$ cat src/hw/rtl/grr_pkg.sv
package grr_pkg;

	// register map, word index = paddr[4:2]
	localparam logic [2:0] REG_TEXT_COLOR   = 3'd0;
	localparam logic [2:0] REG_BACK_COLOR   = 3'd1;
	localparam logic [2:0] REG_GLYPH_WIDTH  = 3'd2;
	localparam logic [2:0] REG_GLYPH_HEIGHT = 3'd3;
	localparam logic [2:0] REG_ROTATION     = 3'd4;

	localparam logic [15:0] TEXT_COLOR_RST   = 16'd2016;
	localparam logic [15:0] BACK_COLOR_RST   = 16'd0;
	localparam logic [4:0]  GLYPH_WIDTH_RST  = 5'd11;
	localparam logic [5:0]  GLYPH_HEIGHT_RST = 6'd16;
	localparam logic [1:0]  ROTATION_RST     = 2'd0;

	localparam logic [8:0] SHORT_SIDE = 9'd240;
	localparam logic [8:0] LONG_SIDE  = 9'd320;
	localparam logic [5:0] MAX_ROWS   = 6'd32;

	localparam int IN_W  = 56;
	localparam int OUT_W = 40;

	typedef struct packed {
		logic [15:0] text_color;
		logic [15:0] back_color;
		logic [4:0]  glyph_width;
		logic [5:0]  glyph_height;
		logic [1:0]  rotation;
	} grr_cfg_t;

	typedef struct packed {
		logic load;
		logic emit;
	} grr_cmd_t;

	typedef struct packed {
		logic none;      // item being offered draws nothing
		logic out_free;  // output register can take a pixel
		logic last_pix;  // one pixel left in this row
	} grr_sts_t;

endpackage

$ cat src/hw/rtl/grr_ctrl.sv
module grr_ctrl (
	input  logic               clk,
	input  logic               arst_n,
	input  logic               in_valid,
	input  grr_pkg::grr_sts_t  sts,
	output logic               in_ready,
	output grr_pkg::grr_cmd_t  cmd
);
	import grr_pkg::*;

	typedef enum logic {
		IDLE,
		RUN
	} state_t;

	state_t state_q;

	always_comb begin
		in_ready = (state_q == IDLE);
		cmd.load = (state_q == IDLE) && in_valid;
		cmd.emit = (state_q == RUN) && sts.out_free;
	end

	always_ff @(posedge clk or negedge arst_n) begin
		if (!arst_n) begin
			state_q <= IDLE;
		end else begin
			unique case (state_q)
				IDLE: begin
					if (in_valid && !sts.none) begin
						state_q <= RUN;
					end
				end
				RUN: begin
					if (sts.out_free && sts.last_pix) begin
						state_q <= IDLE;
					end
				end
				default: state_q <= IDLE;
			endcase
		end
	end

endmodule

$ cat src/hw/rtl/grr_datapath.sv
module grr_datapath #(
	parameter int MAX_GLYPH_WIDTH = 24
) (
	input  logic                       clk,
	input  logic                       arst_n,
	input  grr_pkg::grr_cfg_t          cfg,
	input  grr_pkg::grr_cmd_t          cmd,
	output grr_pkg::grr_sts_t          sts,
	input  logic [grr_pkg::IN_W-1:0]   in_data,
	input  logic                       in_new_char,
	output logic                       out_valid,
	output logic [grr_pkg::OUT_W-1:0]  out_data,
	output logic                       out_last,
	input  logic                       out_ready
);
	import grr_pkg::*;

	localparam int CW = $clog2(MAX_GLYPH_WIDTH + 1);
	localparam int RW = 8 * ((MAX_GLYPH_WIDTH + 7) / 8);

	logic [15:0]   cx, cy;
	logic [RW-1:0] bits_in, bits_al;
	logic [CW-1:0] w_eff, n;
	logic [5:0]    wx, top_w, sh, h_eff, next_row;
	logic [4:0]    ri_cur;
	logic [16:0]   py;
	logic [8:0]    scr_w, scr_h, avail;
	logic          x_ok, y_ok;

	logic [4:0]    row_q;
	logic [8:0]    px_q, py_q;
	logic [CW-1:0] cnt_q;
	logic [RW-1:0] sr_q;

	logic          valid_q, last_q;
	logic [8:0]    pix_x_q, pix_y_q;
	logic [15:0]   pix_color_q;

	always_comb begin
		cx      = in_data[15:0];
		cy      = in_data[31:16];
		bits_in = in_data[32 +: RW];

		w_eff = (32'(cfg.glyph_width) > MAX_GLYPH_WIDTH) ? CW'(MAX_GLYPH_WIDTH)
		                                                 : CW'(cfg.glyph_width);
		h_eff = (cfg.glyph_height == 6'd0 || cfg.glyph_height > MAX_ROWS) ? MAX_ROWS
		                                                                  : cfg.glyph_height;

		// bytes on the wire sit in the low bits; left-align them in the shifter
		wx      = 6'(w_eff) + 6'd7;
		top_w   = {wx[5:3], 3'b000};
		sh      = 6'(RW) - top_w;
		bits_al = bits_in << sh;

		scr_w = cfg.rotation[0] ? LONG_SIDE : SHORT_SIDE;
		scr_h = cfg.rotation[0] ? SHORT_SIDE : LONG_SIDE;

		ri_cur = in_new_char ? 5'd0 : row_q;
		py     = {1'b0, cy} + {12'd0, ri_cur};
		y_ok   = py < {8'd0, scr_h};
		x_ok   = cx < {7'd0, scr_w};
		avail  = scr_w - cx[8:0];

		if (!(x_ok && y_ok)) begin
			n = '0;
		end else if (avail < 9'(w_eff)) begin
			n = CW'(avail);
		end else begin
			n = w_eff;
		end

		next_row = {1'b0, ri_cur} + 6'd1;

		sts.none     = (n == '0);
		sts.out_free = !valid_q || out_ready;
		sts.last_pix = (cnt_q == CW'(1));
	end

	always_ff @(posedge clk or negedge arst_n) begin
		if (!arst_n) begin
			row_q <= '0;
		end else if (cmd.load) begin
			row_q <= (next_row >= h_eff) ? 5'd0 : next_row[4:0];
		end
	end

	always_ff @(posedge clk) begin
		if (cmd.load) begin
			px_q  <= cx[8:0];
			py_q  <= py[8:0];
			cnt_q <= n;
			sr_q  <= bits_al;
		end else if (cmd.emit) begin
			px_q  <= px_q + 9'd1;
			cnt_q <= cnt_q - CW'(1);
			sr_q  <= sr_q << 1;
		end
	end

	always_ff @(posedge clk or negedge arst_n) begin
		if (!arst_n) begin
			valid_q <= 1'b0;
		end else if (cmd.emit) begin
			valid_q <= 1'b1;
		end else if (out_ready) begin
			valid_q <= 1'b0;
		end
	end

	always_ff @(posedge clk) begin
		if (cmd.emit) begin
			pix_x_q     <= px_q;
			pix_y_q     <= py_q;
			pix_color_q <= sr_q[RW-1] ? cfg.text_color : cfg.back_color;
			last_q      <= (cnt_q == CW'(1));
		end
	end

	assign out_valid = valid_q;
	assign out_data  = {6'd0, pix_color_q, pix_y_q, pix_x_q};
	assign out_last  = last_q;

endmodule

$ cat src/hw/rtl/glyph_row_rasterizer.sv
// Channel | Dir | Carries
// s_*     | in  | tdata: char_x[15:0] char_y[31:16] row_bits[55:32]; tuser: new_char
// m_*     | out | tdata: pixel_x[8:0] pixel_y[17:9] pixel_color[33:18]; tlast: last
// apb     | in  | five config registers at byte offsets 0,4,8,12,16
//
// One row item draws n = min(glyph width, columns left before the screen edge)
// pixels, or none when the row or the first column is off screen.
// An item is loaded first, then the column counter and bit shifter give one pixel
// per cycle. Backpressure on m_ stretches the run.
// Reset sets the registers to their defaults and the row counter to zero.
module glyph_row_rasterizer #(
	parameter int MAX_GLYPH_WIDTH = 24
) (
	input  logic        clk,
	input  logic        arst_n,

	input  logic        s_tvalid,
	output logic        s_tready,
	input  logic [55:0] s_tdata,   // char_x, char_y, row_bits
	input  logic        s_tuser,   // new_char

	output logic        m_tvalid,
	input  logic        m_tready,
	output logic [39:0] m_tdata,   // pixel_x, pixel_y, pixel_color, zero pad
	output logic        m_tlast,

	input  logic        psel,
	input  logic        penable,
	input  logic        pwrite,
	input  logic [4:0]  paddr,
	input  logic [31:0] pwdata,
	output logic [31:0] prdata,
	output logic        pready
);
	import grr_pkg::*;

	grr_cfg_t   cfg_q;
	grr_cmd_t   cmd;
	grr_sts_t   sts;
	logic       wr_en;
	logic [2:0] reg_idx;

	assign pready  = 1'b1;
	assign reg_idx = paddr[4:2];
	assign wr_en   = psel && penable && pwrite && pready;

	always_ff @(posedge clk or negedge arst_n) begin
		if (!arst_n) begin
			cfg_q.text_color   <= TEXT_COLOR_RST;
			cfg_q.back_color   <= BACK_COLOR_RST;
			cfg_q.glyph_width  <= GLYPH_WIDTH_RST;
			cfg_q.glyph_height <= GLYPH_HEIGHT_RST;
			cfg_q.rotation     <= ROTATION_RST;
		end else if (wr_en) begin
			unique case (reg_idx)
				REG_TEXT_COLOR:   cfg_q.text_color   <= pwdata[15:0];
				REG_BACK_COLOR:   cfg_q.back_color   <= pwdata[15:0];
				REG_GLYPH_WIDTH:  cfg_q.glyph_width  <= pwdata[4:0];
				REG_GLYPH_HEIGHT: cfg_q.glyph_height <= pwdata[5:0];
				REG_ROTATION:     cfg_q.rotation     <= pwdata[1:0];
				default: ;
			endcase
		end
	end

	always_comb begin
		unique case (reg_idx)
			REG_TEXT_COLOR:   prdata = {16'd0, cfg_q.text_color};
			REG_BACK_COLOR:   prdata = {16'd0, cfg_q.back_color};
			REG_GLYPH_WIDTH:  prdata = {27'd0, cfg_q.glyph_width};
			REG_GLYPH_HEIGHT: prdata = {26'd0, cfg_q.glyph_height};
			REG_ROTATION:     prdata = {30'd0, cfg_q.rotation};
			default:          prdata = 32'd0;
		endcase
	end

	grr_ctrl u_ctrl (
		.clk      (clk),
		.arst_n   (arst_n),
		.in_valid (s_tvalid),
		.sts      (sts),
		.in_ready (s_tready),
		.cmd      (cmd)
	);

	grr_datapath #(
		.MAX_GLYPH_WIDTH (MAX_GLYPH_WIDTH)
	) u_dp (
		.clk         (clk),
		.arst_n      (arst_n),
		.cfg         (cfg_q),
		.cmd         (cmd),
		.sts         (sts),
		.in_data     (s_tdata),
		.in_new_char (s_tuser),
		.out_valid   (m_tvalid),
		.out_data    (m_tdata),
		.out_last    (m_tlast),
		.out_ready   (m_tready)
	);

`ifndef SYNTHESIS
	// pixels never leave the screen set by rotation
	a_on_screen: assert property (@(posedge clk) disable iff (!arst_n)
		m_tvalid |-> (m_tdata[8:0] < (cfg_q.rotation[0] ? LONG_SIDE : SHORT_SIDE)) &&
		             (m_tdata[17:9] < (cfg_q.rotation[0] ? SHORT_SIDE : LONG_SIDE)))
		else $error("pixel outside screen bounds");

	// while a row is only partly delivered no new item is taken
	a_row_busy: assert property (@(posedge clk) disable iff (!arst_n)
		(m_tvalid && !m_tlast) |-> !s_tready)
		else $error("input accepted in the middle of a row");

	// columns within a row step by one
	a_col_step: assert property (@(posedge clk) disable iff (!arst_n)
		(m_tvalid && m_tready && !m_tlast) |=>
			(!m_tvalid || (m_tdata[8:0] == $past(m_tdata[8:0]) + 9'd1)))
		else $error("pixel column did not advance by one");
`endif

endmodule

$ cat config.mk
export PLATFORM = sky130hd
export DESIGN_NAME = glyph_row_rasterizer
export DESIGN_NICKNAME = d
export VERILOG_FILES = /design/src/hw/rtl/grr_pkg.sv /design/src/hw/rtl/grr_ctrl.sv /design/src/hw/rtl/grr_datapath.sv /design/src/hw/rtl/glyph_row_rasterizer.sv
export SDC_FILE = /design/constraint.sdc
export NUM_CORES = 1
export LEC_CHECK = 0
export CAP_MARGIN = 10
export CORE_MARGIN = 10
export CORE_UTILIZATION = 36
export CTS_CLUSTER_SIZE = 25
export DETAILED_ROUTE_END_ITERATION = 8
export DONT_BUFFER_PORTS = 1
export GPL_ROUTABILITY_DRIVEN = 0
export PLACE_DENSITY = 0.61
export SYNTH_ARGS = -nofsm -noshare
export SYNTH_HDL_FRONTEND = slang
export SYNTH_SLANG_ARGS = --single-unit
$ cat constraint.sdc
create_clock -name clk -period 3.2 [get_ports clk]
set_input_delay 0.16 -clock clk [delete_from_list [all_inputs] [get_ports clk]]
set_output_delay 0.16 -clock clk [all_outputs]
set_load 0.01 [all_outputs]
# After elaboration in Yosys (flattened, before gate mapping)
# Index checks and enable logic that the tools add are counted.
# op_classes
eq_ne,5
reduce_logical,21
muxes,21
shifts,1
add_sub_neg,7
n_bitwise,1
div_mod_pow,0
magnitude_cmp,6
n_mul,0
# op_table
cell,count
case mux 16 bit (5 select lines),1
2-to-1 mux 24 bit,2
2-to-1 mux 9 bit,4
2-to-1 mux 5 bit,7
left shift 24 x 6 -> 24 bit,1
adder 16 x 5 -> 17 bit,1
< comparator 17 x 9 -> 1 bit,1
< comparator 16 x 9 -> 1 bit,1
2-to-1 mux 16 bit,1
AND reduction 2 bit,5
adder 9 x 1 -> 9 bit (second input constant),1
< comparator 9 x 5 -> 1 bit,1
subtractor 9 bit,1
logical AND 1 bit,7
adder 5 x 1 -> 6 bit (second input constant),1
adder 5 x 3 -> 6 bit (second input constant),1
equality test 3 x 2 -> 1 bit (second input constant),2
greater-or-equal comparator 6 bit,1
> comparator 6 bit (second input constant),1
zero test 6 bit,1
2-to-1 mux 6 bit,1
subtractor 5 x 6 -> 6 bit (first input constant),1
equality test 5 x 1 -> 1 bit (second input constant),1
> comparator 5 bit (second input constant),1
other kinds (11),17
# totals
in_bits,101
wordCells,78
out_inout_bits,76
mem_bits_ro,0
reg_bits,134
ram_bits,0
latchBits,0
n_memories,0

# Longest topological paths before layout
# Gate-level depths: netlist of the first run.
# depth
word_depth,10
depth_mapped,15
depth_no_buf,15

# Cells and area by module
# From an unflattened synthesis of the first run, not the netlist that was laid out.
# hier_totals
hier_cells,648
hier_area_um2,7518.5
# modules_own_cells
module,area_per_inst_um2,seq_area_each_um2,instances,cells_per_inst
grr_datapath,5146.2,2612.5,1,472
glyph_row_rasterizer,2308.5,1138.6,1,170
grr_ctrl,63.8,25.0,1,6

# Worst setup path before layout of the first run
# OpenSTA, ideal clock, no wires.
# synth_path
path_type,register to register
startpoint,reg u_dp.row_q[2]
endpoint,"reg u_dp.cnt_q[0], data pin"
setup_time_ps,158
period_less_slack_ps,3323
n_path_buf,0
t_required_ps,3042
path_stages_with_launch,14
slack_ps,-123
arrival_ps,3165
path_cell_list,dfrtp_1 nor2b_1 ha_1 nand4b_2 a21oi_2 a21oi_1 nor2_1 xor2_1 ha_1 a2111oi_0 o2111ai_1 a211o_1 a2111o_1 o22ai_1
# synth_between
elab_chain_cells,6
# synth_lines
element,line_no,text
start: declaration,grr_datapath.sv:30,logic [4:0] row_q;
start signal: assignment,grr_datapath.sv:83,row_q <= (next_row >= h_eff) ? 5'd0 : next_row[4:0];
2-to-1 mux 5 bit,grr_datapath.sv:58,ri_cur = in_new_char ? 5'd0 : row_q;
adder 16 x 5 -> 17 bit,grr_datapath.sv:59,"py = {1'b0, cy} + {12'd0, ri_cur};"
net u_dp.py[8],grr_datapath.sv:26,logic [16:0] py;
< comparator 17 x 9 -> 1 bit,grr_datapath.sv:60,"y_ok = py < {8'd0, scr_h};"
logical AND 1 bit,grr_datapath.sv:64,if (!(x_ok && y_ok)) begin
2-to-1 mux 5 bit,grr_datapath.sv:64,
2-to-1 mux 5 bit,grr_datapath.sv:88,if (cmd.load) begin
end signal: assignment,grr_datapath.sv:91,cnt_q <= n;
end signal: assignment,grr_datapath.sv:95,cnt_q <= cnt_q - CW'(1);
end: declaration,grr_datapath.sv:32,logic [CW-1:0] cnt_q;
# The timed path passes the listed nets, and every way through them passes these cells.
# A chain may end at the register's enable or synchronous reset.

# Worst setup path in the final report of the first run
# Same ends and word-level chain as after synthesis.

==> metrics.yaml, run 1 <==
floorplanning:
  io_pins: 177
  die-width_um: 162
  dieArea_um2: 26200
  die_y_um: 162
  initial_core_util_pct: 36.9
  rows: 51
  core-area_um2: 19700
sta:
  layout_min_cycle_time_ns: 3.38
  hold_viol: 0
  clock_skew_ns: 0.00628
  setup_viol: 6
  setup_ws_ns: -0.182
  hold_slack_ns: 0.0278
  tightest_slew_ns: 0.901
  rsz0062_at_grt: "yes"
  period_share_pct: 106
  max-slew-margin-rel_pct: 39.9
  drv_slew: 0
  fmax_mhz: 296
power_and_ir_drop:
  ir_drop_mv: 0.353
  powerDensity_nw_per_um2: 594
  power_leakage_nw: 3.61
critical_path:
  cp_max_fo: 6
  r2r-start: "u_dp.row_q[2]"
  cp-startpoint: "u_dp.row_q[2]"
  max_stage_delay_ns: 0.41
  arrival_ns: 3.64
  worst-path-buf-inv: 0
  crit_chain: "nor2b_2, ha_4, nand4b_4, a21oi_4, a21oi_2, nor2_1, xor2_1, ha_1, a2111oi_2, o2111ai_1, a211o_1, a2111o_1, o22ai_1"
  start_kind: "flip-flop"
  criticalPathCategory: "reg2reg"
  cp.required_ns: 3.46
  crit_family: "compound AO/OA/AOI/OAI gates"
  worstSetupEndpointType: "flip-flop"
  cp_slowest_cell: "a2111o_1"
outcome:
  failed_checks: "negative setup slack"
  run_status: "finished, violations left"
logic_synthesis:
  ys_seq_area_share_pct: 52.0
  ys_ff_latch: 134
  synth_top_area_share_pct: 33.9
  synth_top_family_by_area: "multiplexers"
  synthMuxAreaShare_pct: 15.3
  syn_avg_cell_area_um2: 11.9
  async_flop_share_pct: 38.8
  synth_edf_count: 82
  yosys-top-cells-area: "edfxtp_1 34%, dfrtp_1 14%, mux2_2 9.8%"
  synth_top_flop_cell: "edfxtp_1"
  yosys_warnings: 0
  synth_top_area_cell: "edfxtp_1"
  yosys.area_share.simple_pct: 10.4
  syn_inst: 610
  ys_types: 62
  synth_xor_area_share_pct: 3.14
  synth_compound_area_share_pct: 9.13
  syn_area_um2: 7260
  synth-adder-area-share_pct: 5.17
placed_design:
  place_hpwl_um: 13000
  numPortBuffers: 0
  dp_slack_ns: -0.246
  place_area_um2: 7610
layout:
  area_growth_syn_to_layout_pct: 21.4
  nets: 822
  design_area_um2: 8820
  layout-drive-gt1-share_pct: 25.3
  utilization_pct: 44.9
  final_cell_mix: "82 x edfxtp_1, 63 x mux2_2, 55 x nand2_1"
  layout_commonest_cell: "edfxtp_1"
global_route:
  gr-total-overflow: 0
  grt.total_usage_pct: 13.8
  grt_max_degree: 53
  antenna_found_initial: 2
  grt_pass1_wl_um: 28800
  grt_pass1_vias: 5401
drt:
  routed_wl_um: 18100
  initialDrtViolationCount: 245
  drtAntennaViolNets: 0
  num_vias: 4918
  drt_first_pass_iters: 4
  viasPerCell: 5.06
  route.detailed.drc: 0
  wire_per_inst_um: 18.7
clock_tree:
  cts_buffers: 17
  htree_levels: 4
  clockBufferDepth: 2
  clk_pin_slew_ns: 0.06
  clock_latency_ns: 0.42
  cts_tree: "done"
  cts.sinks: 134
  root_buffer: "clkbuf_16"
hold_path:
  hold_path.class: "in2reg"
  holdCritStartpoint: "s_tdata[37]"
flow_run:
  drv_cap: 0
==> kinds of logic after synthesis <==
family          count (synthesis)
simple gates                  158
flops                         134
compound gates                 98
mux                            98
buf+inv                        64
fa+ha+maj                      30
xor+xnor                       26
other cells                     2
==> cell type report <==
type                    instances  area [um^2]
fillers                      1838        10800
flip-flops and latches        134         3780
diodes                          2         5.00
clock buffers                  17          425
clock inverters                15          138
multi-input cells             433         3300
inverters                      19         71.3
well taps                     265          332
repair buffers                 86          773
==> path summary, 6_finish.rpt <==
kind                                         to  cells past startpoint  slack [ns]
worst min-delay path              u_dp.sr_q[21]                      2        0.03
worst max register to register    u_dp.cnt_q[0]                     13       -0.18
max in group asynchronous              cfg_q[9]                      2        2.65
worst max-delay path              u_dp.cnt_q[0]                     13       -0.18
worst min register to register  u_dp.pix_y_q[6]                      0        0.42
min in group asynchronous             cfg_q[23]                      2        0.25
==> state kept, by name (all words and copies together), names as in the netlist <==
name and cells:
u_dp.sr_q 24, u_dp.pix_color_q 16, cfg_q 45, u_dp.px_q 9
u_dp.out_valid 1, u_dp.pix_x_q 9, u_dp.py_q 9, u_dp.pix_y_q 9
u_ctrl.state_q 1, u_dp.out_last 1, u_dp.cnt_q 5, u_dp.row_q 5
==> metrics by stage <==
| stage | TNS [ns] | total power [mW] | instances |
|---|---|---|---|
| 5_1_grt | -2.25 | 5.50 | 969 |
| 6_report | -0.928 | 5.24 | 971 |
| 2_1_floorplan | -0.366 | 3.01 | 631 |
| 3_5_place_dp | -1.30 | 3.24 | 875 |
| 4_1_cts | -0.733 | 5.26 | 968 |
| 3_3_place_gp | -0.627 | 3.20 | 875 |
==> synth_stat cells, types with 13 or more instances <==
cell type   n
edfxtp_1   82
mux2_2     63
nand2_1    55
dfrtp_1    42
nor2_1     40
mux2i_1    31
ha_1       30
o21ai_0    30
buf_4      25
inv_1      19
a21oi_1    16
nand3_1    15
xnor2_1    14
clkbuf_1   13
==> power breakdown <==
part,internal (mW),switching [mW]
sequential,2.09,0.153
clock,1.03,0.831
combinational,0.606,0.535
total,3.72,1.52
==> repair_timing <==
| action | CTS | global route |
|---|---|---|
| buffers inserted | 23 | 4 |
| pin swaps | 3 | 3 |
| setup endpoints to repair | 6 | 7 |
| endpoints found under the hold margin | 117 | 0 |
| hold buffers | 38 | 0 |
| resized for setup | 8 | 2 |
==> worst register-to-register path: stages, from the launching register on <==
cell       delay (ns)
dfrtp_1          0.38
nor2b_2          0.18
ha_4             0.31
nand4b_4         0.13
a21oi_4          0.18
a21oi_2          0.07
nor2_1           0.12
xor2_1           0.25
ha_1             0.30
a2111oi_2        0.30
o2111ai_1        0.18
a211o_1          0.25
a2111o_1         0.41
o22ai_1          0.16
==> routing by layer <==
metal / GRT usage, % / part of all wire (%) / vias to the layer above / routed length (um)
met4: 4.84 / 1.8 / 0 / 335
met5: 0 / 0 / - / 0
li1: - / - / 2360 / -
met1: 15.5 / 41 / 2395 / 7430
met3: 4.60 / 6.1 / 21 / 1100
met2: 23.8 / 51 / 142 / 9260
Power figures use the tool's default switching activity.
==> run 2: changes to the inputs <==
REMOVE_ABC_BUFFERS = 1   (was default)
==> metrics.yaml, run 2 (synthesized netlist as in run 1, its figures left out) <==
critical_path:
  cp_slowest_cell: "a2111o_1"
  arrival_ns: 3.63  # about the same
  worstSetupEndpointType: "flip-flop"
  cp_max_fo: 6  # unchanged
  criticalPathCategory: "reg2reg"
  start_kind: "flip-flop"
  max_stage_delay_ns: 0.41  # about the same
  crit_family: "compound AO/OA/AOI/OAI gates"
  cp.required_ns: 3.46  # about the same
  crit_chain: "and2b_1, xor2_2, ha_4, a211oi_2, a21oi_2, a21oi_1, nor2_1, xor2_1, ha_1, a2111oi_4, o2111ai_1, a211o_1, a2111o_1, o22ai_1"
  worst-path-buf-inv: 0  # unchanged
clock_tree:
  cts_tree: "done"
  cts_buffers: 17  # unchanged
  root_buffer: "clkbuf_16"
  clockBufferDepth: 2  # unchanged
  htree_levels: 4  # unchanged
  clock_latency_ns: 0.42  # about the same
  clk_pin_slew_ns: 0.06  # about the same
  cts.sinks: 134  # unchanged
layout:
  layout-drive-gt1-share_pct: 22.9  # -2.4 points
  largest_register_ff_count: 45  # unchanged
  area_growth_syn_to_layout_pct: 19.9
  design_area_um2: 8700  # -1.3%
  regMostFlops: "cfg_q"
  reg_top3: "cfg_q: 45 flops, u_dp.sr_q: 24 flops, u_dp.pix_color_q: 16 flops"
  layout_commonest_cell: "edfxtp_1"
  nets: 804  # -2.2%
  final_cell_mix: "82 x edfxtp_1, 63 x mux2_2, 55 x nand2_1"
global_route:
  grt.total_usage_pct: 14.0  # +0.22 points
  grt_pass1_vias: 5407  # +0.11%
  grt_max_degree: 53  # unchanged
  grt_pass1_wl_um: 29400  # +2.0%
  gr-total-overflow: 0  # unchanged
  antenna_found_initial: 1  # -1
floorplanning:
  core-area_um2: 19700  # unchanged
  dieArea_um2: 26200  # unchanged
  die-width_um: 162  # unchanged
  initial_core_util_pct: 36.9  # unchanged
  io_pins: 177  # unchanged
  rows: 51  # unchanged
  die_y_um: 162  # unchanged
hold_path:
  hold_path.class: "in2reg"
sta:
  layout_min_cycle_time_ns: 3.38  # -0.00653 ns
  hold_viol: 0  # unchanged
  max-slew-margin-rel_pct: 47.4  # +7.4 points
  setup_ws_ns: -0.175  # +0.00653 ns
  setup_viol: 6  # unchanged
  hold_slack_ns: 0.0235  # -0.00429 ns
  drv_slew: 0  # unchanged
  clock_skew_ns: 0.0106  # +0.00431 ns
  rsz0062_at_grt: "yes"
  fmax_mhz: 296  # +0.19%
  tightest_slew_ns: 0.788  # -0.113 ns
  period_share_pct: 105  # -0.20 points
  tns_ns: -0.841  # +0.0865 ns
outcome:
  failed_checks: "negative setup slack"
  run_status: "finished, violations left"
drt:
  drt_first_pass_iters: 4  # unchanged
  wire_per_inst_um: 19.2  # +3.0%
  route.detailed.drc: 0  # unchanged
  drtAntennaViolNets: 0  # unchanged
  viasPerCell: 5.19  # +2.5%
  routed_wl_um: 18300  # +1.0%
  initialDrtViolationCount: 310  # +27%
  num_vias: 4943  # +0.51%
placed_design:
  place_hpwl_um: 13300  # +2.5%
  place_area_um2: 7600  # -0.15%
  numPortBuffers: 0  # unchanged
power_and_ir_drop:
  powerDensity_nw_per_um2: 611  # +2.8%
  ir_drop_mv: 0.332  # -6.0%
  finalPower_mw: 5.32  # +1.5%
  power_leakage_nw: 3.53  # -2.2%
flow_run:
  drv_cap: 0  # unchanged
-- run 2: changes by cell type in the layout (fill, tap and decap cells not counted), sizes merged, moves of 2 or more --
cell	previous run	this run
clkinvlp	3	1
clkbuf	17	19
bufinv	0	3
buf	49	30
inv	27	23
-- run 2: final timing paths --
kind,depth (start not counted),to,slack [ns],startpoint
max,14,u_dp.cnt_q[3],-0.18,u_dp.row_q[1]
min in group asynchronous,2,cfg_q[25],0.27,arst_n
min,2,u_dp.sr_q[20],0.02,s_tdata[36]
max reg2reg,14,u_dp.cnt_q[3],-0.18,u_dp.row_q[1]
max in group asynchronous,2,cfg_q[34],2.64,arst_n
min reg2reg,0,u_dp.pix_y_q[1],0.42,u_dp.py_q[1]
-- run 2: area by class of cell --
| type | instances | area (um^2) |
|---|---|---|
| clock inverter | 13 | 171 |
| clock buffer | 19 | 433 |
| tap | 265 | 332 |
| sequential | 134 | 3780 |
| fill | 1842 | 10900 |
| inverter | 19 | 71.3 |
| antenna | 1 | 2.50 |
| multi-input combinational | 433 | 3290 |
| timing repair buffer | 68 | 626 |
-- run 2: report_power, final --
part           internal, mW  switching [mW]
combinational         0.543           0.514
clock                  1.24           0.778
sequential             2.09           0.153
-- run 2: what timing repair did --
action	in CTS	in global routing
endpoints found under the setup margin	6	6
resized for setup	8	4
pin swaps	16	6
hold buffers	39	0
setup buffers	2	0
endpoints found under the hold margin	121	0
-- run 2: layer usage --
layer / vias up / wire length [um] / track usage [%]
met5: - / 0 / 0
met1: 2401 / 7610 / 16.6
li1: 2317 / - / -
met3: 34 / 1430 / 4.80
met4: 0 / 480 / 6.16
met2: 191 / 8790 / 22.6
-- run 2: per-stage QoR --
step,setup WS (ns),instances,utilization [%]
after floorplan,-0.137,586,-
after global placement,-0.139,878,38.7
after detailed placement,-0.349,878,38.7
after CTS,-0.285,951,44.1
after global routing,-0.367,951,44.3
final,-0.175,952,44.3
